## src/rtl/lprd_pkg.sv

```systemverilog
// Shared constants and types for the length-prefixed record deframer.
// No dependencies; used by the channel interfaces and the top level.
package lprd_pkg;

    localparam int HEAD_LINE_MAX_DEF = 19;
    localparam int COUNT_BITS_DEF    = 26;

    localparam int CFG_W   = 26;
    localparam int LEN_W   = 27;
    localparam int BYTE_W  = 8;
    localparam int KIND_W  = 3;

    localparam logic [CFG_W-1:0] CFG_MAX_RESET = CFG_W'(32 * 1024 * 1024);
    localparam logic [LEN_W-1:0] LEN_SAT       = {LEN_W{1'b1}};

    localparam logic [BYTE_W-1:0] CH_LF   = 8'h0A;
    localparam logic [BYTE_W-1:0] CH_CR   = 8'h0D;
    localparam logic [BYTE_W-1:0] CH_STAR = 8'h2A;
    localparam logic [BYTE_W-1:0] CH_0    = 8'h30;
    localparam logic [BYTE_W-1:0] CH_9    = 8'h39;

    typedef logic [KIND_W-1:0] t_kind;

    localparam t_kind K_BODY        = 3'd0;
    localparam t_kind K_EMPTY       = 3'd1;
    localparam t_kind K_END         = 3'd2;
    localparam t_kind K_BAD_HEAD    = 3'd3;
    localparam t_kind K_HEAD_LONG   = 3'd4;
    localparam t_kind K_BAD_TERM    = 3'd5;
    localparam t_kind K_TOO_LONG    = 3'd6;
    localparam t_kind K_UNSUPPORTED = 3'd7;

endpackage

```

## src/rtl/lprd_byte_if.sv

```systemverilog
// Input channel: one stream word (byte) per handshake, valid/ready.
// Depends on lprd_pkg for the byte width.
interface lprd_byte_if;
    logic                         valid;
    logic                         ready;
    logic [lprd_pkg::BYTE_W-1:0]  data_byte;

    modport source (output valid, output data_byte, input ready);
    modport sink   (input valid, input data_byte, output ready);
endinterface

```

## src/rtl/lprd_rec_if.sv

```systemverilog
// Output channel: one result word per handshake (kind, payload, record_last).
// Depends on lprd_pkg for the kind type and byte width.
interface lprd_rec_if;
    logic                         valid;
    logic                         ready;
    lprd_pkg::t_kind              kind;
    logic [lprd_pkg::BYTE_W-1:0]  payload;
    logic                         record_last;

    modport source (output valid, output kind, output payload, output record_last,
                    input ready);
    modport sink   (input valid, input kind, input payload, input record_last,
                    output ready);
endinterface

```

## src/rtl/length_prefixed_record_deframer.sv

```systemverilog
// Length-prefixed record deframer: takes one stream byte per word on i_byte and
// splits it into packets of records (decimal length line, body, LF or CR LF).
// Throughput is one byte per clock while o_rec takes each result word; a stall on
// o_rec holds the input. Every byte passes an input register and then a result
// register, which takes its result word once it is free to load. The
// per-byte parse is a single pass of shallow logic
// (a x10 shift-add for the length digits and one 27-bit count compare) between
// those two registers. Each byte gives at most one result word: a body byte,
// an empty-record or packet-end event, or an error. Errors are sticky until
// reset: after one, bytes are still taken but nothing more comes out.
// i_cfg_wr_en/i_cfg_wr_data write max_packet_bytes; write it only while idle.
// There is no memory and no clearing pass after reset.
module length_prefixed_record_deframer #(
    parameter int HEAD_LINE_MAX = lprd_pkg::HEAD_LINE_MAX_DEF,
    parameter int COUNT_BITS    = lprd_pkg::COUNT_BITS_DEF
) (
    input  logic                        i_clk,
    input  logic                        i_rst_n,
    input  logic                        i_cfg_wr_en,
    input  logic [lprd_pkg::CFG_W-1:0]  i_cfg_wr_data,
    lprd_byte_if.sink                   i_byte,
    lprd_rec_if.source                  o_rec
);

    // line byte counter only needs to reach HEAD_LINE_MAX-1
    localparam int LINE_W = (HEAD_LINE_MAX > 2) ? $clog2(HEAD_LINE_MAX) : 1;
    localparam int PKT_W  = COUNT_BITS + 1;
    localparam int CMP_W  = (PKT_W > lprd_pkg::CFG_W) ? PKT_W : lprd_pkg::CFG_W;
    localparam int SUM_W  = lprd_pkg::LEN_W + 4;

    localparam logic [LINE_W-1:0] LINE_LIMIT = LINE_W'(HEAD_LINE_MAX - 1);

    // parser phases
    localparam logic [2:0] PH_START   = 3'd0;
    localparam logic [2:0] PH_HEAD    = 3'd1;
    localparam logic [2:0] PH_BODY    = 3'd2;
    localparam logic [2:0] PH_TERM    = 3'd3;
    localparam logic [2:0] PH_TERM_CR = 3'd4;
    localparam logic [2:0] PH_ERROR   = 3'd5;

    // configuration
    logic [lprd_pkg::CFG_W-1:0]   r_max;

    // input register
    logic                         r_in_valid;
    logic [lprd_pkg::BYTE_W-1:0]  r_in_byte;

    // parser state
    logic [2:0]                   r_phase,    n_phase;
    logic [LINE_W-1:0]            r_line,     n_line;
    logic [lprd_pkg::LEN_W-1:0]   r_len,      n_len;
    logic                         r_dig_open, n_dig_open;
    logic                         r_began_cr, n_began_cr;
    logic [COUNT_BITS-1:0]        r_body_rem, n_body_rem;
    logic [PKT_W-1:0]             r_pkt,      n_pkt;

    // result register
    logic                         r_out_valid;
    lprd_pkg::t_kind              r_out_kind;
    logic [lprd_pkg::BYTE_W-1:0]  r_out_payload;
    logic                         r_out_last;

    logic                         n_emit;
    lprd_pkg::t_kind              n_kind;
    logic [lprd_pkg::BYTE_W-1:0]  n_payload;
    logic                         n_last;

    logic                         out_free;
    logic                         fire;

    // byte decode
    logic                         b_lf, b_cr, b_star, b_digit;
    logic [lprd_pkg::LEN_W-1:0]   digit_val;
    logic [SUM_W-1:0]             len_sum;
    logic [lprd_pkg::LEN_W-1:0]   len_acc;
    logic [PKT_W-1:0]             pkt_inc;
    logic                         pkt_over;
    logic [COUNT_BITS-1:0]        body_dec;

    assign out_free      = !r_out_valid || o_rec.ready;
    assign fire          = r_in_valid && out_free;
    assign i_byte.ready  = !r_in_valid || fire;

    assign o_rec.valid       = r_out_valid;
    assign o_rec.kind        = r_out_kind;
    assign o_rec.payload     = r_out_payload;
    assign o_rec.record_last = r_out_last;

    assign b_lf    = (r_in_byte == lprd_pkg::CH_LF);
    assign b_cr    = (r_in_byte == lprd_pkg::CH_CR);
    assign b_star  = (r_in_byte == lprd_pkg::CH_STAR);
    assign b_digit = (r_in_byte >= lprd_pkg::CH_0) && (r_in_byte <= lprd_pkg::CH_9);
    assign digit_val = lprd_pkg::LEN_W'(r_in_byte[3:0]);

    // length*10 + digit, saturating
    assign len_sum = (SUM_W'(r_len) << 3) + (SUM_W'(r_len) << 1) + SUM_W'(digit_val);
    assign len_acc = (len_sum > SUM_W'(lprd_pkg::LEN_SAT)) ? lprd_pkg::LEN_SAT
                                                          : len_sum[lprd_pkg::LEN_W-1:0];

    // packet byte count, saturating; includes this byte
    assign pkt_inc  = (r_pkt == {PKT_W{1'b1}}) ? r_pkt : r_pkt + PKT_W'(1);
    assign pkt_over = (CMP_W'(pkt_inc) > CMP_W'(r_max));
    assign body_dec = (r_body_rem != '0) ? r_body_rem - COUNT_BITS'(1) : r_body_rem;

    always_comb begin
        n_phase    = r_phase;
        n_line     = r_line;
        n_len      = r_len;
        n_dig_open = r_dig_open;
        n_began_cr = r_began_cr;
        n_body_rem = r_body_rem;
        n_pkt      = pkt_inc;
        n_emit     = 1'b0;
        n_kind     = lprd_pkg::K_BODY;
        n_payload  = '0;
        n_last     = 1'b0;

        case (r_phase)
            PH_START: begin
                if (b_lf || b_cr) begin
                    // blank at packet start: skipped
                end else if (b_star && (r_pkt == '0)) begin
                    n_phase = PH_ERROR;
                    n_emit  = 1'b1;
                    n_kind  = lprd_pkg::K_UNSUPPORTED;
                end else if (b_digit) begin
                    n_phase    = PH_HEAD;
                    n_line     = LINE_W'(1);
                    n_len      = digit_val;
                    n_dig_open = 1'b1;
                    n_began_cr = 1'b0;
                end else begin
                    n_phase = PH_ERROR;
                    n_emit  = 1'b1;
                    n_kind  = lprd_pkg::K_BAD_HEAD;
                end
            end
            PH_HEAD: begin
                if (r_line == '0) begin
                    // first byte of a line after a record
                    if (b_lf) begin
                        n_phase = PH_START;
                        n_pkt   = '0;
                        n_len   = '0;
                        n_emit  = 1'b1;
                        n_kind  = lprd_pkg::K_END;
                    end else if (b_cr) begin
                        n_began_cr = 1'b1;
                        n_line     = LINE_W'(1);
                    end else if (b_digit) begin
                        n_len  = digit_val;
                        n_line = LINE_W'(1);
                    end else begin
                        n_phase = PH_ERROR;
                        n_emit  = 1'b1;
                        n_kind  = lprd_pkg::K_BAD_HEAD;
                    end
                end else if (r_began_cr) begin
                    if (b_lf && (r_line == LINE_W'(1))) begin
                        n_phase    = PH_START;
                        n_pkt      = '0;
                        n_line     = '0;
                        n_len      = '0;
                        n_dig_open = 1'b1;
                        n_began_cr = 1'b0;
                        n_emit     = 1'b1;
                        n_kind     = lprd_pkg::K_END;
                    end else begin
                        n_phase = PH_ERROR;
                        n_emit  = 1'b1;
                        n_kind  = lprd_pkg::K_BAD_HEAD;
                    end
                end else if (b_lf) begin
                    if (r_len > lprd_pkg::LEN_W'(r_max)) begin
                        n_phase = PH_ERROR;
                        n_emit  = 1'b1;
                        n_kind  = lprd_pkg::K_TOO_LONG;
                    end else if (r_len == '0) begin
                        n_phase = PH_TERM;
                        n_emit  = 1'b1;
                        n_kind  = lprd_pkg::K_EMPTY;
                    end else begin
                        n_phase    = PH_BODY;
                        n_body_rem = COUNT_BITS'(r_len);
                    end
                end else if (r_line >= LINE_LIMIT) begin
                    n_phase = PH_ERROR;
                    n_emit  = 1'b1;
                    n_kind  = lprd_pkg::K_HEAD_LONG;
                end else begin
                    n_line = r_line + LINE_W'(1);
                    // only the leading digit run counts toward the length
                    if (r_dig_open && b_digit) begin
                        n_len = len_acc;
                    end else begin
                        n_dig_open = 1'b0;
                    end
                end
            end
            PH_BODY: begin
                n_body_rem = body_dec;
                n_emit     = 1'b1;
                n_kind     = lprd_pkg::K_BODY;
                n_payload  = r_in_byte;
                if (body_dec == '0) begin
                    n_phase = PH_TERM;
                    n_last  = 1'b1;
                end
            end
            PH_TERM, PH_TERM_CR: begin
                if (b_lf) begin
                    if (pkt_over) begin
                        n_phase = PH_ERROR;
                        n_emit  = 1'b1;
                        n_kind  = lprd_pkg::K_TOO_LONG;
                    end else begin
                        // next length line
                        n_phase    = PH_HEAD;
                        n_line     = '0;
                        n_len      = '0;
                        n_dig_open = 1'b1;
                        n_began_cr = 1'b0;
                    end
                end else if (b_cr && (r_phase == PH_TERM)) begin
                    n_phase = PH_TERM_CR;
                end else begin
                    n_phase = PH_ERROR;
                    n_emit  = 1'b1;
                    n_kind  = lprd_pkg::K_BAD_TERM;
                end
            end
            PH_ERROR: begin
                // sticky: swallow everything
                n_pkt = r_pkt;
            end
            default: begin
                n_phase = PH_ERROR;
            end
        endcase
    end

    // config register
    always_ff @(posedge i_clk) begin
        if (!i_rst_n) begin
            r_max <= lprd_pkg::CFG_MAX_RESET;
        end else if (i_cfg_wr_en) begin
            r_max <= i_cfg_wr_data;
        end
    end

    // input register
    always_ff @(posedge i_clk) begin
        if (!i_rst_n) begin
            r_in_valid <= 1'b0;
        end else if (i_byte.ready) begin
            r_in_valid <= i_byte.valid;
        end
    end

    always_ff @(posedge i_clk) begin
        if (i_byte.valid && i_byte.ready) begin
            r_in_byte <= i_byte.data_byte;
        end
    end

    // parser state
    always_ff @(posedge i_clk) begin
        if (!i_rst_n) begin
            r_phase    <= PH_START;
            r_line     <= '0;
            r_len      <= '0;
            r_dig_open <= 1'b1;
            r_began_cr <= 1'b0;
            r_body_rem <= '0;
            r_pkt      <= '0;
        end else if (fire) begin
            r_phase    <= n_phase;
            r_line     <= n_line;
            r_len      <= n_len;
            r_dig_open <= n_dig_open;
            r_began_cr <= n_began_cr;
            r_body_rem <= n_body_rem;
            r_pkt      <= n_pkt;
        end
    end

    // result register
    always_ff @(posedge i_clk) begin
        if (!i_rst_n) begin
            r_out_valid <= 1'b0;
        end else if (fire) begin
            r_out_valid <= n_emit;
        end else if (o_rec.ready) begin
            r_out_valid <= 1'b0;
        end
    end

    always_ff @(posedge i_clk) begin
        if (fire && n_emit) begin
            r_out_kind    <= n_kind;
            r_out_payload <= n_payload;
            r_out_last    <= n_last;
        end
    end

    // errors are sticky
    a_error_sticky: assert property (@(posedge i_clk) disable iff (!i_rst_n)
        (r_phase == PH_ERROR) |=> (r_phase == PH_ERROR))
        else $error("parser left the error phase before reset");

    // an error result always parks the parser
    a_error_parks: assert property (@(posedge i_clk) disable iff (!i_rst_n)
        (fire && n_emit && (n_kind >= lprd_pkg::K_BAD_HEAD)) |=> (r_phase == PH_ERROR))
        else $error("error reported without entering the error phase");

    // record_last and payload only ride on body bytes
    a_last_body: assert property (@(posedge i_clk) disable iff (!i_rst_n)
        (r_out_valid && (r_out_kind != lprd_pkg::K_BODY))
            |-> (!r_out_last && (r_out_payload == '0)))
        else $error("event word carries body payload or last flag");

    // a waiting result is not overwritten
    a_out_hold: assert property (@(posedge i_clk) disable iff (!i_rst_n)
        (r_out_valid && !o_rec.ready) |=> (r_out_valid && $stable(r_out_kind)))
        else $error("stalled result word changed");

endmodule
```

## src/flat_wrapper.sv

```systemverilog
// flat-port wrapper written by rule: the top's interface ports become plain ports
module length_prefixed_record_deframer_flat 
#(
    parameter int HEAD_LINE_MAX = lprd_pkg::HEAD_LINE_MAX_DEF,
    parameter int COUNT_BITS    = lprd_pkg::COUNT_BITS_DEF
)
  (i_clk, i_rst_n, i_cfg_wr_en, i_cfg_wr_data, i_byte_valid, i_byte_data_byte, i_byte_ready, o_rec_valid, o_rec_kind, o_rec_payload, o_rec_record_last, o_rec_ready);
  lprd_byte_if i_byte_i ();
  lprd_rec_if o_rec_i ();
  input  logic i_clk;
  input  logic i_rst_n;
  input  logic i_cfg_wr_en;
  input  logic [lprd_pkg::CFG_W-1:0] i_cfg_wr_data;
  input wire logic [$bits(i_byte_i.valid)-1:0] i_byte_valid;
  input wire logic [$bits(i_byte_i.data_byte)-1:0] i_byte_data_byte;
  output wire logic [$bits(i_byte_i.ready)-1:0] i_byte_ready;
  output wire logic [$bits(o_rec_i.valid)-1:0] o_rec_valid;
  output wire logic [$bits(o_rec_i.kind)-1:0] o_rec_kind;
  output wire logic [$bits(o_rec_i.payload)-1:0] o_rec_payload;
  output wire logic [$bits(o_rec_i.record_last)-1:0] o_rec_record_last;
  input wire logic [$bits(o_rec_i.ready)-1:0] o_rec_ready;
  assign i_byte_i.valid = i_byte_valid;
  assign i_byte_i.data_byte = i_byte_data_byte;
  assign i_byte_ready = i_byte_i.ready;
  assign o_rec_valid = o_rec_i.valid;
  assign o_rec_kind = o_rec_i.kind;
  assign o_rec_payload = o_rec_i.payload;
  assign o_rec_record_last = o_rec_i.record_last;
  assign o_rec_i.ready = o_rec_ready;
  length_prefixed_record_deframer #(.HEAD_LINE_MAX(HEAD_LINE_MAX), .COUNT_BITS(COUNT_BITS)) u_core (.i_clk(i_clk), .i_rst_n(i_rst_n), .i_cfg_wr_en(i_cfg_wr_en), .i_cfg_wr_data(i_cfg_wr_data), .i_byte(i_byte_i), .o_rec(o_rec_i));
endmodule
```

## config.mk

```make
export PLATFORM = sky130hd
export DESIGN_NAME = length_prefixed_record_deframer_flat
export DESIGN_NICKNAME = d
export VERILOG_FILES = /design/src/rtl/lprd_pkg.sv /design/src/rtl/lprd_byte_if.sv /design/src/rtl/lprd_rec_if.sv /design/src/rtl/length_prefixed_record_deframer.sv /design/src/flat_wrapper.sv
export SDC_FILE = /design/constraint.sdc
export NUM_CORES = 1
export LEC_CHECK = 0
export BUFFER_PORTS_ARGS = -buffer_cell sky130_fd_sc_hd__buf_2
export CORE_MARGIN = 4
export CORE_UTILIZATION = 45
export CTS_BUF_LIST = sky130_fd_sc_hd__clkbuf_16
export DETAILED_ROUTE_END_ITERATION = 12
export GPL_TIMING_DRIVEN = 0
export MAX_ROUTING_LAYER = met4
export SETUP_SLACK_MARGIN = 0.5
export SLEW_MARGIN = 20
export SYNTH_ARGS = -nofsm -noshare
export SYNTH_HDL_FRONTEND = slang
export SYNTH_SLANG_ARGS = --single-unit
```

## constraint.sdc

```tcl
create_clock -name i_clk -period 4.6 [get_ports i_clk]
set_input_delay 0.46 -clock i_clk [delete_from_list [all_inputs] [get_ports i_clk]]
set_output_delay 0.46 -clock i_clk [all_outputs]
set_load 0.01 [all_outputs]
```

======== Word level (Yosys, flattened, before mapping) ========
Cells that the tools add are included.
storage, ports and cells
  word-level logic and storage cells ...... 206
  output and inout bits ................... 14
  bits of input ports ..................... 39
  bits in registers ....................... 138
cells by class
  add/sub/neg operators ................... 5
  reductions and logical operators ........ 30
  muxes and demuxes ....................... 116
  eq/ne operators ......................... 34
  order comparisons ....................... 6
  bitwise gates (word level) .............. 1
operators by type and width
  kind                                                             count
  2-to-1 mux 27 bit                                                19
  2-to-1 mux 26 bit                                                6
  case mux 27 bit (3 select lines)                                 1
  2-to-1 mux 3 bit                                                 26
  2-to-1 mux 5 bit                                                 12
  greater-than comparator 27 x 26 -> 1 bit                         2
  zero test 27 bit                                                 2
  case mux 27 bit (2 select lines)                                 1
  case mux 26 bit (2 select lines)                                 1
  2-to-1 mux 1 bit                                                 42
  adder 30 x 28 -> 31 bit                                          1
  adder 31 x 4 -> 31 bit                                           1
  greater-than comparator 31 x 27 -> 1 bit, second input constant  1
  adder 27 x 1 -> 27 bit, second input constant                    1
  equality test 27 bit, second input constant                      1
  zero test 26 bit                                                 1
  nonzero test 26 bit                                              1
  subtractor 26 x 1 -> 26 bit, second input constant               1
  equality test 8 x 4 -> 1 bit, second input constant              2
  case mux 3 bit (5 select lines)                                  1
  case mux 5 bit (3 select lines)                                  1
  inequality test 2 bit, second input constant                     7
  AND reduction 7 bit                                              2
  inequality test 3 x 2 -> 1 bit, second input constant            4
  34 further kinds                                                 55

======== Longest topological paths before layout ========
Gate-level depths: netlist of the first run.
  depth after elaboration ................. 10
  mapped depth ............................ 22
  mapped depth without buffers ............ 19

======== Least setup slack after synthesis of the first run ========
Ideal clock, no wire load.
  path kind ............................... register to register
  start point ............................. register u_core.r_pkt[10]
  end point ............................... register u_core.r_out_kind[0], in the netlist u_core.o_rec.kind[0], enable pin
  setup time .............................. 0.300 ns
  stages on the path, launching flop included .. 19
  buffers on the path ..................... 1
  arrival ................................. 4.283 ns
  setup slack ............................. 0.017 ns
  cell sequence ........................... dfxtp_1 > clkbuf_1 > and3_1 > nand3_1 > nor4_1 > a21oi_1 > nand2_1 > nor2_1 > xor2_1 > ha_1 > and4_1 > nand4_1 > nor4_1 > mux2_2 > a31oi_1 > o21ai_0 > o21ai_0 > a22o_1 > o31a_1
on the way
  longest elaborated chain between the ends .. 7
  elaborated cells on any way between the ends .. 12
ends and longest elaborated chain
  element                                                         RTL line                                text
  start, declared                                                 length_prefixed_record_deframer.sv:55   logic [PKT_W-1:0] r_pkt, n_pkt;
  start signal, assigned                                          length_prefixed_record_deframer.sv:283  r_pkt <= n_pkt;
  adder 27 x 1 -> 27 bit or equality test 27 bit (tied branches)  length_prefixed_record_deframer.sv:101  assign pkt_inc = (r_pkt == {PKT_W{1'b1}}) ? r_pkt : r_pkt + PKT_W'(1);
  2-to-1 mux 27 bit                                               length_prefixed_record_deframer.sv:101
  greater-than comparator 27 x 26 -> 1 bit                        length_prefixed_record_deframer.sv:102  assign pkt_over = (CMP_W'(pkt_inc) > CMP_W'(r_max));
  2-to-1 mux 1 bit                                                length_prefixed_record_deframer.sv:212  if (pkt_over) begin
  2-to-1 mux 1 bit                                                length_prefixed_record_deframer.sv:211  if (b_lf) begin
  case mux 1 bit (4 select lines) (*)                             length_prefixed_record_deframer.sv:118  case (r_phase)
  logical AND 1 bit (*)                                           length_prefixed_record_deframer.sv:299  if (fire && n_emit) begin
  end signal, assigned                                            length_prefixed_record_deframer.sv:300  r_out_kind <= n_kind;
  end, declared                                                   length_prefixed_record_deframer.sv:59   lprd_pkg::t_kind r_out_kind;
Mark *: on every way between the ends. The rest lies on a longest branch, timed or not.
A chain may end at the register's enable or synchronous reset.

======== Final worst setup path of the first run ========
  start point ............................. register u_core.r_pkt[10]
  end point ............................... register u_core.r_out_kind[2], in the netlist u_core.o_rec.kind[2], data pin
on the way
  longest elaborated chain between the ends .. 6
  elaborated cells on any way between the ends .. 11
ends and longest elaborated chain
  element                                                         RTL line                                text
  adder 27 x 1 -> 27 bit or equality test 27 bit (tied branches)  length_prefixed_record_deframer.sv:101
  2-to-1 mux 27 bit                                               length_prefixed_record_deframer.sv:101
  greater-than comparator 27 x 26 -> 1 bit                        length_prefixed_record_deframer.sv:102
  2-to-1 mux 3 bit                                                length_prefixed_record_deframer.sv:212
  2-to-1 mux 3 bit                                                length_prefixed_record_deframer.sv:211
  case mux 3 bit (3 select lines) (*)                             length_prefixed_record_deframer.sv:118
  named net u_core.n_kind[2]                                      length_prefixed_record_deframer.sv:64   lprd_pkg::t_kind n_kind;
The timed path passes the listed nets; every way through them passes the cells marked *.

==> flow_summary_export.csv, run 1 <==
group,metric,value,unit
critical_path,crit_fanout,7,
floorplan,start_util,45.6,%
placement,dpl.hpwl,28.1,mm
layout,final_common_cell,"nor2_1",
yosys,ys_types,84,
clock_network,numCtsBuffers,17,
yosys,synthArstFlopShare,0,%
yosys,ys_seq_area_share,26.8,%
sta,period_share,97.0,%
grt,grt_pass1_vias,10600,
power_and_ir_drop,leakage,0.00580,µW
critical_path,crit_chain,"clkbuf_8 -> and3_4 -> nand3_4 -> or4_4 -> buf_8 -> clkbuf_16 -> o21ai_4 -> ha_4 -> nor2b_4 -> o31ai_2 -> a31oi_1 -> o41ai_2 -> a31oi_2 -> buf_4 -> o21ai_4 -> buf_6 -> nand2_2 -> a22o_4 -> buf_4 -> or2_4",
floorplan,dieWidth,165,µm
grt,grt-ovfl-total,0,
clock_network,cts_tree,"built",
yosys,ys_ff_latch,138,
layout,nets,1688,
layout,regArea,3000,µm²
run_status,status,"complete, no violations",
floorplan,design.core.area,24200,µm²
routing,via_per_inst,6.20,
yosys,avgSynthCellArea,7.83,µm²
yosys,syn-num-nets,1565,
critical_path,slowest_stage,"or4_4",
grt,grt_max_degree,17,
floorplan,rows,57,
power_and_ir_drop,peakVddDrop,0.219,mV
routing,met2_length,17.2,mm
sta,fin_crit,4.46,ns
routing,wl_met3,2.63,mm
placement,numPortBuffers,50,
floorplan,die_area,27200,µm²
yosys,synth_flop_cell,"dfxtp_1",
critical_path,endpoint_kind,"flop",
layout,multi_input_area,8130,µm²
routing,drcViolationCount,0,
clock_network,clockBufferDepth,2,
grt,antenna_found_initial,0,
clock_network,htree_levels,4,
sta,layout_setup_ws,0.138,ns
layout,stdcell_area,13500,µm²
flow_run,cap_violations,0,
placement,place_ws,-0.558,ns
layout,most-common-layout-cells,"nor2_1 (124), nand2_1 (122), ha_1 (109)",
sta,relSlewSlack,34.6,%
routing,first_iter_violations,1066,
clock_network,cts_root_buf,"clkbuf_16",
routing,vias,11600,
critical_path,startpoint_type,"flop",
critical_path,cp_data_arrival_time,4.65,ns
yosys,syn_inst,1412,
layout,drive_above_1_share,18.4,%
power_and_ir_drop,pwr_density_cell,238,nW/µm²
layout,fin_util,55.9,%
placement,placed_cell_area,11900,µm²
layout,antenna_cells,0,
sta,fmax,224,MHz
layout,fillers,2268,
critical_path,critPathRequiredTime,4.79,ns
yosys,synth_top_area_share,21.4,%
sta,finalClockSkew,0.0129,ns
clock_network,insertion_delay,0.44,ns
placement,gp_congestion,0.983,
clock_network,clk_pin_slew,0.07,ns
yosys,ys_top_cells_by_area,"dfxtp_1 (21%), ha_1 (13%), edfxtp_1 (5.4%), a21oi_1 (4.8%), nand2_1 (4.5%)",
yosys,yosysTopAreaCell,"dfxtp_1",
clock_network,cts.sinks,138,
routing,met1_length,17.6,mm
layout,syn_to_final_growth,22.4,%
sta,tightest_slew,0.978,ns
yosys,synth_edf_count,20,
routing,wire_per_inst,20.5,µm
clock_network,ctsHoldBuffers,0,
routing,final_antenna_net_count,0,
sta,drv_slew,0,
routing,wirelength,38.3,mm
critical_path,crit_type,"flop to flop",
sta,finalSetupViolations,0,
routing,firstDrtPassIters,7,
yosys,yosys_warnings,0,
yosys,synth_area,11100,µm²
worst_hold_path,min-delay-path-class,"primary input to flop",
floorplan,num_io_pins,53,
sta,finalHoldWorstSlack,0.201,ns
grt,grt_pass1_wl,59.3,mm
floorplan,die_h,165,µm
sta,rsz0062_at_grt,"yes",
critical_path,max_stage_delay,0.46,ns
routing,maxUsedRoutingLayer,"met4",
sta,hold_viol_final,0,
grt,gr-usage-all-layers,28.4,%
## final timing paths
check | depth (start not counted) | to | slack, ns | startpoint
max | 20 | u_core.o_rec.kind[2] | 0.14 | u_core.r_pkt[10]
min | 1 | u_core.r_in_byte[7] | 0.20 | i_byte_data_byte[7]
max reg2reg | 20 | u_core.o_rec.kind[2] | 0.14 | u_core.r_pkt[10]
min reg2reg | 2 | u_core.r_max[1] | 0.49 | u_core.r_max[1]
## worst max-delay path, delay by kind of cell (launching register included)
family / cells / cell delay (ns)
and+or+nand+nor: 6 / 1.21
DFF: 1 / 0.32
AOI/OAI and AO/OA: 7 / 1.53
adders and majority gates: 1 / 0.23
buffers and inverters: 6 / 0.91
## what timing repair did
item	in CTS	in global routing
gates cloned	3	0
endpoints found under the setup margin	50	50
endpoints found under the hold margin	0	0
gates resized for setup	89	70
pin swaps	45	34
buffers inserted	39	12
## Yosys cell counts (5+ instances only)
master    count
a22oi_1      14
o31ai_1      16
nand3b_1      5
ha_1        112
mux2i_1      29
dfxtp_1     118
and3_1       17
o21bai_1      7
clkbuf_1     69
buf_2        10
o21ai_0      77
nand4_1      27
o32ai_1       6
and2_1       11
nor3_1       51
nor4_1       32
xor2_1       20
o21ai_1       5
a211oi_1     14
o21a_1       11
o31a_1        8
nand3_1      40
xnor2_1      28
nand2b_1     14
and4_1        6
or3_1        24
a21oi_1     105
a31oi_1      18
nor2b_1      15
or4_1        11
edfxtp_1     20
o22ai_1      14
nor2_1      127
inv_1        53
o211ai_1     25
nand2_1     132
a21o_1       33
## layout make-up
type,count,area share [%]
Buffer,84,3.55
Sequential cell,138,22.1
Inverter,53,1.47
Clock inverter,14,1.06
Clock buffer,18,3.33
Multi-Input combinational cell,1138,60.0
Timing Repair Buffer,103,5.45
Tap cell,324,2.99
## per-layer routing
| layer | global-route usage [%] | up-vias |
|---|---|---|
| met5 | - | - |
| met4 | 6.92 | 0 |
| met3 | 3.64 | 65 |
| met2 | 43.4 | 472 |
| met1 | 40.1 | 5537 |
| li1 | - | 5525 |
## state kept, by name, indices dropped and copies added, names as in the netlist
| name | cells |
|---|---|
| u_core.o_rec.kind | 3 |
| u_core.o_rec.payload | 8 |
| u_core.o_rec.record_last | 1 |
| u_core.o_rec.valid | 1 |
| u_core.r_began_cr | 1 |
| u_core.r_body_rem | 26 |
| u_core.r_dig_open | 1 |
| u_core.r_in_byte | 8 |
| u_core.r_in_valid | 1 |
| u_core.r_len | 27 |
| u_core.r_line | 5 |
| u_core.r_max | 26 |
| u_core.r_phase | 3 |
| u_core.r_pkt | 27 |
## through the flow
stage	power (µW)	TNS, ns	instances
floorplan	1600	0	1412
global placement	1740	-16.74	1786
detailed placement	1740	-18.35	1786
CTS	3210	0	1860
global route	3320	-0.00137	1872
finish	3230	0	1872
## cell families (layout without fill, tap and decap cells)
group	count (synthesis)	after routing	share of synthesized area [%]
buffers and inverters	137	272	4.84
multiplexers	31	31	2.83
adder cells (fa/ha/maj)	114	114	13.0
AND/OR/NAND/NOR	539	539	24.6
AO/OA/AOI/OAI	405	406	24.1
flip-flops	138	138	26.8
XOR/XNOR	48	48	3.80
## power breakdown
group          leakage, µW  internal (µW)  total (µW)  switching [µW]
Sequential         0.00116           1260        1280            22.7
Clock             0.000293            832        1430             600
Combinational      0.00434            197         515             319
(Power assumes the default switching activity.)
==> run 2, diff against run 1 <==
- CORE_MARGIN: 4 -> unset
- clock period: 4.6 -> 4.97 ns (I/O delays scaled with it)
==> flow_summary_export.csv, run 2 (same netlist as run 1, synthesis figures left out) <==
group,metric,value,unit
power_and_ir_drop,netSwitchingFraction,28.6,%
sta,finalClockSkew,0.0103,ns
power_and_ir_drop,p_int,2140,µW
floorplan,rows,57,
floorplan,num_io_pins,53,
critical_path,endpoint_kind,"flop",
clock_network,clockBufferDepth,2,
sta,period_share,88.7,%
routing,drcViolationCount,0,
grt,grt_pass1_vias,10700,
run_status,status,"complete, no violations",
critical_path,timing.rr.start,"u_core.r_pkt[20]",
power_and_ir_drop,pwr_density_cell,226,nW/µm²
floorplan,dieWidth,159,µm
critical_path,cp.buffers_inverters,5,
clock_network,clk_pin_slew,0.06,ns
grt,grt_pass1_wl,59.8,mm
routing,firstDrtPassIters,6,
power_and_ir_drop,power.share.sequential,39.5,%
grt,gr-usage-all-layers,31.0,%
sta,finalSetupViolations,0,
critical_path,cp_top_family,"compound AO/OA/AOI/OAI gates",
clock_network,htree_levels,4,
placement,dpl.hpwl,28.1,mm
critical_path,critPathLaunch,"u_core.r_pkt[20]",
power_and_ir_drop,power,3000,µW
critical_path,critPathRequiredTime,5.28,ns
sta,fmax,227,MHz
sta,drv_slew,0,
routing,final_antenna_net_count,0,
sta,relSlewSlack,37.0,%
grt,antenna_found_initial,1,
critical_path,startpoint_type,"flop",
floorplan,die_h,159,µm
clock_network,cts_tree,"built",
grt,grt_max_degree,17,
layout,final_common_cell,"nor2_1",
critical_path,crit_type,"flop to flop",
routing,first_iter_violations,1075,
layout,most-common-layout-cells,"nor2_1 (124), nand2_1 (116), ha_1 (108)",
power_and_ir_drop,leakage,0.00570,µW
critical_path,max_stage_delay,0.56,ns
layout,nets,1674,
routing,vias,11500,
clock_network,cts.sinks,138,
worst_hold_path,hp-start,"i_byte_data_byte[6]",
placement,gp_congestion,0.962,
sta,fin_crit,4.41,ns
power_and_ir_drop,clkPwrFrac,45.3,%
floorplan,start_util,45.7,%
sta,finalHoldWorstSlack,0.235,ns
critical_path,ff2ff_setup_slack,0.56,ns
routing,wire_per_inst,20.7,µm
floorplan,die_area,25200,µm²
power_and_ir_drop,comb_power_share,15.2,%
routing,via_per_inst,6.21,
clock_network,insertion_delay,0.44,ns
power_and_ir_drop,switching_power,859,µW
critical_path,crit_fanout,6,
sta,tightest_slew,0.942,ns
routing,wirelength,38.4,mm
clock_network,numCtsBuffers,17,
critical_path,crit_chain,"clkbuf_8 -> and3_4 -> nand4_1 -> or4_4 -> buf_8 -> clkbuf_16 -> nand2_8 -> xnor2_4 -> ha_4 -> o211a_1 -> o31ai_2 -> a31oi_1 -> o41ai_2 -> a31oi_4 -> o31a_1 -> o41a_1 -> clkbuf_8 -> buf_6 -> nand2_2 -> o211ai_1",
power_and_ir_drop,peakVddDrop,0.178,mV
worst_hold_path,min-delay-path-class,"primary input to flop",
layout,syn_to_final_growth,19.7,%
clock_network,cts_root_buf,"clkbuf_16",
critical_path,cp_data_arrival_time,4.72,ns
critical_path,slowest_stage,"or4_4",
sta,rsz0062_at_grt,"yes",
floorplan,design.core.area,24200,µm²
layout,drive_above_1_share,15.8,%
critical_path,path_common_cell,"clkbuf_8",
grt,grt-ovfl-total,0,
placement,numPortBuffers,50,
flow_run,cap_violations,0,
sta,hold_viol_final,0,
layout,top_regs,"u_core.r_len x27, u_core.r_pkt x27",
run 2: cell count changes in the layout (fill, tap and decap cells not counted), sizes merged:
cell      before  now
clkbuf        83   88
bufinv         2    3
buf          122  103
diode          0    1
clkinvlp       2    1
run 2: final timing paths:
| kind | depth (start not counted) | to |
|---|---|---|
| worst max-delay path | 20 | u_core.r_len[8] |
| worst min register to register | 2 | u_core.r_max[8] |
| worst min-delay path | 1 | u_core.r_in_byte[6] |
| worst max register to register | 20 | u_core.r_len[8] |
run 2: routing by layer:
| layer | part of all wire, % | global-route usage, % | wire [µm] |
|---|---|---|---|
| met1 | 46 | 42.6 | 17600 |
| met2 | 44 | 46.3 | 16900 |
| met3 | 7.5 | 4.86 | 2870 |
| met4 | 2.9 | 9.84 | 1120 |
| met5 | 0 | - | 0 |
run 2: worst register-to-register path: stages (launching register included):
cell	delay, ns
dfxtp_2	0.32
clkbuf_8	0.12
and3_4	0.16
nand4_1	0.14
or4_4	0.56
buf_8	0.15
clkbuf_16	0.16
nand2_8	0.08
xnor2_4	0.14
ha_4	0.24
o211a_1	0.23
o31ai_2	0.07
a31oi_1	0.13
o41ai_2	0.42
a31oi_4	0.23
o31a_1	0.35
o41a_1	0.36
clkbuf_8	0.18
buf_6	0.13
nand2_2	0.05
o211ai_1	0.08
run 2: repair_timing:
action                                  in CTS  in global routing
pin swaps                                   20                 21
resized for setup                           79                 78
endpoints found under the hold margin        0                  0
hold buffers                                 0                  0
endpoints found under the setup margin      50                 48
gates cloned                                 2                  1
setup buffers                               25                 12
run 2: area by class of cell:
type / instances / area, µm²
antenna: 1 / 2.50
buffer: 84 / 440
clock buffer: 18 / 450
clock inverter: 14 / 154
fill: 2281 / 10900
inverter: 53 / 199
multi-input combinational: 1138 / 8030
sequential: 138 / 2980
tap: 324 / 405
timing repair buffer: 89 / 578
run 2: metrics by stage:
step	utilization [%]	cells	worst slack, ns	setup TNS [ns]	area [µm²]
2_1_floorplan	-	1412	0.571	0	11100
3_3_place_gp	48.5	1786	-0.922	-35.14	11700
3_5_place_dp	48.5	1786	-0.819	-31.27	11700
4_1_cts	53.1	1845	0.462	0	12800
5_1_grt	54.8	1859	0.417	0	13200
6_report	54.8	1859	0.563	0	13200
run 2: power by group through the flow:
stage	registers, µW	logic, µW	clock network (µW)
final	1180	455	1360
after global routing	1190	490	1420
after CTS	1180	428	1360
after detailed placement	1210	402	0
after global placement	1210	406	0
after floorplan	1200	271	0
